## config.mk

```make
export PLATFORM = sky130hd
export DESIGN_NAME = stack_with_keyed_removal_unit
export DESIGN_NICKNAME = d
export VERILOG_FILES = /design/src/sv/swkr_pkg.sv /design/src/sv/stack_with_keyed_removal_unit.sv
export VERILOG_INCLUDE_DIRS = /design/src /design/src/sv
export SDC_FILE = /design/constraint.sdc
export NUM_CORES = 1
export LEC_CHECK = 0
export BUFFER_PORTS_ARGS = -buffer_cell sky130_fd_sc_hd__buf_4
export CELL_PAD_IN_SITES_DETAIL_PLACEMENT = 0
export CELL_PAD_IN_SITES_GLOBAL_PLACEMENT = 1
export CORE_MARGIN = 1
export CORE_UTILIZATION = 49
export DETAILED_ROUTE_END_ITERATION = 7
export MAX_ROUTING_LAYER = met4
export PLACE_DENSITY_LB_ADDON = 0.1
export SLEW_MARGIN = 20
export SYNTH_ARGS = -nofsm -noshare
export SYNTH_HDL_FRONTEND = slang
export SYNTH_SLANG_ARGS = --single-unit
```

## constraint.sdc

```tcl
create_clock -name aclk -period 5 [get_ports aclk]
set_clock_uncertainty 0.15 [all_clocks]
set_input_delay 0.25 -clock aclk [delete_from_list [all_inputs] [get_ports aclk]]
set_output_delay 0.25 -clock aclk [all_outputs]
set_load 0.02 [all_outputs]
```

## src/sv/stack_with_keyed_removal_unit_assert.svh

```systemverilog
// ---------------------------------------------------------------------------
// Stack with keyed removal - assertion macros
// Shared concurrent assertion forms for the stack unit.
// ---------------------------------------------------------------------------
`ifndef STACK_WITH_KEYED_REMOVAL_UNIT_ASSERT_SVH
`define STACK_WITH_KEYED_REMOVAL_UNIT_ASSERT_SVH

// same-cycle implication
`define SWKR_ASSERT_IMPLY(label, clk, rst_n, ante, cons, msg) \
    label: assert property (@(posedge clk) disable iff (!rst_n) (ante) |-> (cons)) \
        else $error(msg);

// next-cycle implication
`define SWKR_ASSERT_NEXT(label, clk, rst_n, ante, cons, msg) \
    label: assert property (@(posedge clk) disable iff (!rst_n) (ante) |=> (cons)) \
        else $error(msg);

`endif

```

## src/sv/swkr_pkg.sv

```systemverilog
// ---------------------------------------------------------------------------
// Stack with keyed removal - package
// Depth, widths, operation and status codes, controller states.
// ---------------------------------------------------------------------------
package swkr_pkg;

    localparam int DEPTH  = 16;
    localparam int ADDR_W = $clog2(DEPTH);
    localparam int CNT_W  = $clog2(DEPTH + 1);
    localparam int REC_W  = 64;

    localparam logic [1:0] OP_PUSH   = 2'd0;
    localparam logic [1:0] OP_POP    = 2'd1;
    localparam logic [1:0] OP_REMOVE = 2'd2;

    localparam logic [1:0] ST_OK        = 2'd0;
    localparam logic [1:0] ST_FULL      = 2'd1;
    localparam logic [1:0] ST_EMPTY     = 2'd2;
    localparam logic [1:0] ST_NOT_FOUND = 2'd3;

    typedef enum logic [2:0] {
        S_IDLE,
        S_DISPATCH,
        S_POP_WAIT,
        S_SCAN,
        S_SHIFT,
        S_DONE
    } state_t;

endpackage

```

## src/sv/stack_with_keyed_removal_unit.sv

```systemverilog
// ---------------------------------------------------------------------------
// Stack with keyed removal unit
// Bounded LIFO of order records (id, distance, price) with push, pop and
// remove-by-id, backed by one synchronous single-read/single-write RAM.
// ---------------------------------------------------------------------------
// Each transaction gives exactly one result. The search reads one record per
// cycle up to a hit at index k, and the compaction then copies the N - 1 - k
// records above it at one per cycle, for N held records; the one RAM read port
// sets this. One transaction is in work at a time; a new one is accepted while
// a finished result still waits on the output register.
// ---------------------------------------------------------------------------
`include "stack_with_keyed_removal_unit_assert.svh"

module stack_with_keyed_removal_unit (
    input  logic        aclk,
    input  logic        aresetn,
    input  logic        s_tvalid,
    output logic        s_tready,
    input  logic [1:0]  s_tuser,   // operation
    input  logic [63:0] s_tdata,   // key_id[15:0], in_distance[31:16], in_price[63:32]
    output logic        m_tvalid,
    input  logic        m_tready,
    output logic [1:0]  m_tuser,   // status
    output logic [71:0] m_tdata    // out_id[15:0], out_distance[31:16], out_price[63:32],
                                   // entry_count[68:64], zero[71:69]
);

    localparam int AW = swkr_pkg::ADDR_W;
    localparam int CW = swkr_pkg::CNT_W;
    localparam int EW = (CW > 5) ? CW : 5;

    swkr_pkg::state_t state_reg, state_next;

    logic [1:0]                 op_reg;
    logic [15:0]                key_reg;
    logic [15:0]                dist_reg;
    logic [31:0]                price_reg;
    logic [CW-1:0]              count_reg, count_next;
    logic [AW-1:0]              idx_reg, idx_next;
    logic [1:0]                 res_status_reg, res_status_next;
    logic [swkr_pkg::REC_W-1:0] res_rec_reg, res_rec_next;

    logic                       m_tvalid_reg;
    logic [1:0]                 m_tuser_reg;
    logic [71:0]                m_tdata_reg;

    logic [swkr_pkg::REC_W-1:0] record_mem [swkr_pkg::DEPTH];
    logic [swkr_pkg::REC_W-1:0] rd_data_reg;
    logic                       rd_en;
    logic [AW-1:0]              rd_addr;
    logic                       wr_en;
    logic [AW-1:0]              wr_addr;
    logic [swkr_pkg::REC_W-1:0] wr_data;

    logic [CW:0]                idx_p1;
    logic [CW:0]                idx_p2;
    logic [CW:0]                cnt_ext;
    logic                       hit;
    logic                       out_free;
    logic                       out_load;
    logic [EW-1:0]              count_wide;

    assign idx_p1     = (CW + 1)'(idx_reg) + 1'b1;
    assign idx_p2     = (CW + 1)'(idx_reg) + 2'd2;
    assign cnt_ext    = (CW + 1)'(count_reg);
    assign hit        = (rd_data_reg[63:48] == key_reg);
    assign out_free   = !m_tvalid_reg || m_tready;
    assign out_load   = (state_reg == swkr_pkg::S_DONE) && out_free;
    assign count_wide = EW'(count_reg);

    assign s_tready = (state_reg == swkr_pkg::S_IDLE);
    assign m_tvalid = m_tvalid_reg;
    assign m_tuser  = m_tuser_reg;
    assign m_tdata  = m_tdata_reg;

    // record RAM
    always_ff @(posedge aclk) begin
        if (wr_en) begin
            record_mem[wr_addr] <= wr_data;
        end
        if (rd_en) begin
            rd_data_reg <= record_mem[rd_addr];
        end
    end

    // next state
    always_comb begin
        state_next = state_reg;
        unique case (state_reg)
            swkr_pkg::S_IDLE: begin
                if (s_tvalid) begin
                    state_next = swkr_pkg::S_DISPATCH;
                end
            end
            swkr_pkg::S_DISPATCH: begin
                case (op_reg)
                    swkr_pkg::OP_POP: begin
                        state_next = (count_reg == '0) ? swkr_pkg::S_DONE
                                                       : swkr_pkg::S_POP_WAIT;
                    end
                    swkr_pkg::OP_REMOVE: begin
                        state_next = (count_reg == '0) ? swkr_pkg::S_DONE
                                                       : swkr_pkg::S_SCAN;
                    end
                    default: state_next = swkr_pkg::S_DONE;
                endcase
            end
            swkr_pkg::S_POP_WAIT: state_next = swkr_pkg::S_DONE;
            swkr_pkg::S_SCAN: begin
                if (idx_p1 >= cnt_ext) begin
                    state_next = swkr_pkg::S_DONE;
                end else if (hit) begin
                    state_next = swkr_pkg::S_SHIFT;
                end
            end
            swkr_pkg::S_SHIFT: begin
                if (idx_p2 >= cnt_ext) begin
                    state_next = swkr_pkg::S_DONE;
                end
            end
            swkr_pkg::S_DONE: begin
                if (out_free) begin
                    state_next = swkr_pkg::S_IDLE;
                end
            end
            default: state_next = swkr_pkg::S_IDLE;
        endcase
    end

    // datapath and RAM control
    always_comb begin
        count_next      = count_reg;
        idx_next        = idx_reg;
        res_status_next = res_status_reg;
        res_rec_next    = res_rec_reg;
        rd_en           = 1'b0;
        rd_addr         = '0;
        wr_en           = 1'b0;
        wr_addr         = idx_reg;
        wr_data         = rd_data_reg;
        unique case (state_reg)
            swkr_pkg::S_DISPATCH: begin
                res_status_next = swkr_pkg::ST_OK;
                res_rec_next    = '0;
                case (op_reg)
                    swkr_pkg::OP_PUSH: begin
                        if (count_reg >= CW'(swkr_pkg::DEPTH)) begin
                            res_status_next = swkr_pkg::ST_FULL;
                        end else begin
                            wr_en      = 1'b1;
                            wr_addr    = count_reg[AW-1:0];
                            wr_data    = {key_reg, dist_reg, price_reg};
                            count_next = count_reg + 1'b1;
                        end
                    end
                    swkr_pkg::OP_POP: begin
                        if (count_reg == '0) begin
                            res_status_next = swkr_pkg::ST_EMPTY;
                        end else begin
                            rd_en      = 1'b1;
                            rd_addr    = AW'(count_reg - 1'b1);
                            count_next = count_reg - 1'b1;
                        end
                    end
                    swkr_pkg::OP_REMOVE: begin
                        if (count_reg == '0) begin
                            res_status_next = swkr_pkg::ST_NOT_FOUND;
                        end else begin
                            rd_en    = 1'b1;
                            rd_addr  = '0;
                            idx_next = '0;
                        end
                    end
                    default: ;
                endcase
            end
            swkr_pkg::S_POP_WAIT: begin
                res_rec_next = rd_data_reg;
            end
            swkr_pkg::S_SCAN: begin
                if (hit) begin
                    res_rec_next = rd_data_reg;
                    if (idx_p1 < cnt_ext) begin
                        rd_en   = 1'b1;
                        rd_addr = idx_p1[AW-1:0];
                    end else begin
                        count_next = count_reg - 1'b1;
                    end
                end else if (idx_p1 < cnt_ext) begin
                    rd_en    = 1'b1;
                    rd_addr  = idx_p1[AW-1:0];
                    idx_next = idx_p1[AW-1:0];
                end else begin
                    res_status_next = swkr_pkg::ST_NOT_FOUND;
                end
            end
            swkr_pkg::S_SHIFT: begin
                wr_en   = 1'b1;
                wr_addr = idx_reg;
                wr_data = rd_data_reg;
                if (idx_p2 < cnt_ext) begin
                    rd_en    = 1'b1;
                    rd_addr  = idx_p2[AW-1:0];
                    idx_next = idx_p1[AW-1:0];
                end else begin
                    count_next = count_reg - 1'b1;
                end
            end
            default: ;
        endcase
    end

    always_ff @(posedge aclk) begin
        if (!aresetn) begin
            state_reg    <= swkr_pkg::S_IDLE;
            count_reg    <= '0;
            m_tvalid_reg <= 1'b0;
        end else begin
            state_reg <= state_next;
            count_reg <= count_next;
            if (out_load) begin
                m_tvalid_reg <= 1'b1;
            end else if (m_tready) begin
                m_tvalid_reg <= 1'b0;
            end
        end
    end

    always_ff @(posedge aclk) begin
        idx_reg        <= idx_next;
        res_status_reg <= res_status_next;
        res_rec_reg    <= res_rec_next;
        if (s_tvalid && s_tready) begin
            op_reg    <= s_tuser;
            key_reg   <= s_tdata[15:0];
            dist_reg  <= s_tdata[31:16];
            price_reg <= s_tdata[63:32];
        end
        if (out_load) begin
            m_tuser_reg <= res_status_reg;
            m_tdata_reg <= {3'b000, count_wide[4:0], res_rec_reg[31:0],
                            res_rec_reg[47:32], res_rec_reg[63:48]};
        end
    end

    `SWKR_ASSERT_IMPLY(a_count_bound, aclk, aresetn, 1'b1,
        count_reg <= CW'(swkr_pkg::DEPTH), "entry count above depth")
    `SWKR_ASSERT_IMPLY(a_shift_range, aclk, aresetn, state_reg == swkr_pkg::S_SHIFT,
        idx_p1 < cnt_ext, "compaction source beyond top")
    `SWKR_ASSERT_IMPLY(a_write_source, aclk, aresetn, wr_en,
        state_reg == swkr_pkg::S_SHIFT || state_reg == swkr_pkg::S_DISPATCH,
        "RAM write outside push or compaction")
    `SWKR_ASSERT_NEXT(a_push_count, aclk, aresetn,
        state_reg == swkr_pkg::S_DISPATCH && op_reg == swkr_pkg::OP_PUSH &&
        count_reg < CW'(swkr_pkg::DEPTH),
        count_reg == $past(count_reg) + 1'b1, "push did not advance count")

endmodule

```

==> flow_summary.yaml <==
clock_network:
  cts_tree: "yes"
  insertion_delay_ns: 0.73
  cts_buffers: 137
  cts.htree.levels: 4
  clock-root-buffer: "clkbuf_16"
  cts_max_path_buffers: 3
  cts_sinks: 1304
  clk_pin_slew_ns: 0.06
power_and_ir_drop:
  p_leak_nw: 21.8
  p_sw_frac: 0.237
  power-per-cell-area_nw_per_um2: 434
  p_comb_frac: 0.103
  p_switching_mw: 6.04
  intPower_mw: 19.5
  seqPwrFrac: 0.513
  clkPwrFrac: 0.384
  ir_drop_mv: 0.254
die:
  coreArea_um2: 101000
  io_pins: 146
  fp.dieArea_um2: 104000
  rows: 116
  die_y_um: 322
  die-width_um: 322
  initial_core_util: 0.497
routing:
  avgViaCountPerCell: 6.00
  drc: 0
  num_vias: 27200
  drtIter0Drc: 2730
  routed_wl_um: 129000
  first_pass_iters: 5
  ant_nets: 0
  wl_per_cell_um: 28.4
worst_setup_path:
  r2r-end: "rd_data_reg[16]$_DFFE_PP_"
  timing.rr.start: "idx_reg[1]$_SDFFCE_PN0P_"
  rrSetupSlack_ns: 0.31
  critPathCaptureType: "flip-flop"
  required_ns: 5.31
  critPathMaxFanout: 21
  critPathArrivalTime_ns: 5.00
  ff2ff_path_depth: 11
  cp-start-kind: "flip-flop"
  critical_path_class: "flip-flop to flip-flop"
grt:
  grt_overflow: 0
  antenna_found_initial: 2
  grt_use_total: 0.257
  first_global_vias: 27200
  grt_max_degree: 85
  grt_pass1_wl_um: 185000
cells_and_area:
  largest_reg_flops: 1024
  final_cell_area_um2: 58800
  nets: 3171
  drive_gt1_frac: 0.167
  final_util: 0.584
  area_growth_pct: 17.4
sta:
  timing.setup.tns_ns: 0
  worst_pin_slew_ns: 1.11
  relSlewSlack: 0.257
  fmax_mhz: 213
  hold_violations: 0
  rsz0062_at_grt: "false"
  fin_crit_sh: 0.939
  setup-violations-final: 0
  final-max-slew-violation-count: 0
  fin_crit_ns: 4.69
logic_synthesis:
  synth_edf_count: 1295
  netlist_instances: 2792
  post-synth-top-count-cell: "edfxtp_1"
  synth_area_um2: 50100
  synth.avg_cell_area_um2: 17.9
  synth_top_cell_by_area: "edfxtp_1"
  synthFlopType: "edfxtp_1"
  synth_cell_types: 60
  synth_seq_cells: 1304
  synth_top_cells_by_area: "edfxtp_1, mux2i_1, o22ai_1"
  synth_top_area_frac: 0.776
  synth_common_cells: "edfxtp_1, mux2i_1, o22ai_1"
  async_reset_ff_frac: 0
  yosysSeqAreaShare: 0.780
  yosysWarningCount: 0
min_path:
  hold_depth: 2
  hp-class: "input port to flip-flop"
  hold_path_end: "dist_reg[3]$_DFFE_PP_"
  worstHoldStart: "s_tdata[19]"
placement:
  io_buffer_count: 142
  gp_congestion: 0.820
  place_area_um2: 53800
  hpwl_um: 68600
status:
  status: "completed"
job:
  maxCapViolations: 0
## kinds of logic after synthesis
group,count (synthesis),synth area share
AOI/OAI and AO/OA,442,0.0598
adders and majority gates,19,0.00475
buffers and inverters,181,0.0174
DFF,1304,0.780
other,1,0.0000749
and+or+nand+nor,374,0.0429
xor gates and xnor gates,22,0.00385
muxes,449,0.0913
## power groups by stage
| stage | clock network, mW | logic, mW | registers, mW |
|---|---|---|---|
| after floorplan | 0 | 1.56 | 13.3 |
| after global placement | 0 | 2.52 | 13.3 |
| after detailed placement | 0 | 2.60 | 13.3 |
| after CTS | 9.97 | 2.64 | 13.1 |
| after global routing | 10.4 | 2.83 | 13.1 |
| final | 9.80 | 2.63 | 13.1 |
## per-layer routing
metal | wire (µm) | global-route usage
met1 | 55900 | 0.351
met5 | 0 | -
met4 | 3110 | 0.0771
met2 | 61700 | 0.403
met3 | 8060 | 0.0378
## cells in the final DEF, fill, tap and decap left out, drive strengths merged, types with 9 or more instances in the layout
cell            n
a21oi          75
nor2           36
a211oi         64
dlygate4sd3    69
edfxtp       1295
or4            63
ha             19
o22ai         190
xor2           18
buf           248
nand4           9
clkbuf        175
and3           66
nand3          12
a31oi           9
a221oi         66
bufinv          9
nor3           16
dfxtp           9
and2           66
inv            20
mux2           65
nand2          88
clkinv         45
mux2i         384
## worst max-delay path, cell delays in order, from the launching register on
cell and delay (ns):
edfxtp_1 0.50, ha_1 0.28, xor2_1 0.34, ha_1 0.33, a21oi_1 0.21, o22ai_1 0.16, nor3_2 0.75, a221oi_2 0.36
nand3_4 0.42, buf_12 0.28, o22ai_1 0.09, or4_1 0.52
## worst max path at each step
| stage | from | to | depth (start not counted) |
|---|---|---|---|
| finish | idx_reg[1]$_SDFFCE_PN0P_ | rd_data_reg[16]$_DFFE_PP_ | 11 |
| global route | idx_reg[1]$_SDFFCE_PN0P_ | rd_data_reg[13]$_DFFE_PP_ | 12 |
| CTS | idx_reg[1]$_SDFFCE_PN0P_ | rd_data_reg[39]$_DFFE_PP_ | 11 |
| detailed placement | idx_reg[1]$_SDFFCE_PN0P_ | rd_data_reg[28]$_DFFE_PP_ | 11 |
| global placement | idx_reg[0]$_SDFFCE_PN0P_ | rd_data_reg[14]$_DFFE_PP_ | 11 |
| floorplan | state_reg[2]$_SDFFE_PN0P_ | record_mem[8][0]$_DFFE_PP_ | 7 |
## through the flow
stage | total power, mW | hold slack (ns) | cells | setup WS [ns]
after floorplan | 14.8 | 0.199 | 2794 | 0.353
after global placement | 15.8 | 0.251 | 4231 | 0.488
after detailed placement | 15.9 | 0.255 | 4231 | 0.379
after CTS | 25.7 | 0.0431 | 4539 | 0.371
after global routing | 26.3 | 0.0537 | 4539 | 0.0962
final | 25.5 | 0.0838 | 4540 | 0.307
## area by class of cell
| cell class | instances | area [µm²] |
|---|---|---|
| antenna | 1 | 2.50 |
| clock buffer | 175 | 3740 |
| clock inverter | 64 | 548 |
| fill | 7639 | 41900 |
| inverter | 13 | 48.8 |
| multi-input combinational | 1309 | 10400 |
| sequential | 1304 | 39100 |
| tap | 1357 | 1700 |
| timing repair buffer | 317 | 3290 |
## timing repair
item / in CTS / in global routing
resized for setup: 0 / 0
endpoints found under the setup margin: 0 / 0
hold endpoints to repair: 75 / 0
setup buffers: 0 / 0
hold buffers: 69 / 0
Power figures use the tool's default switching activity.
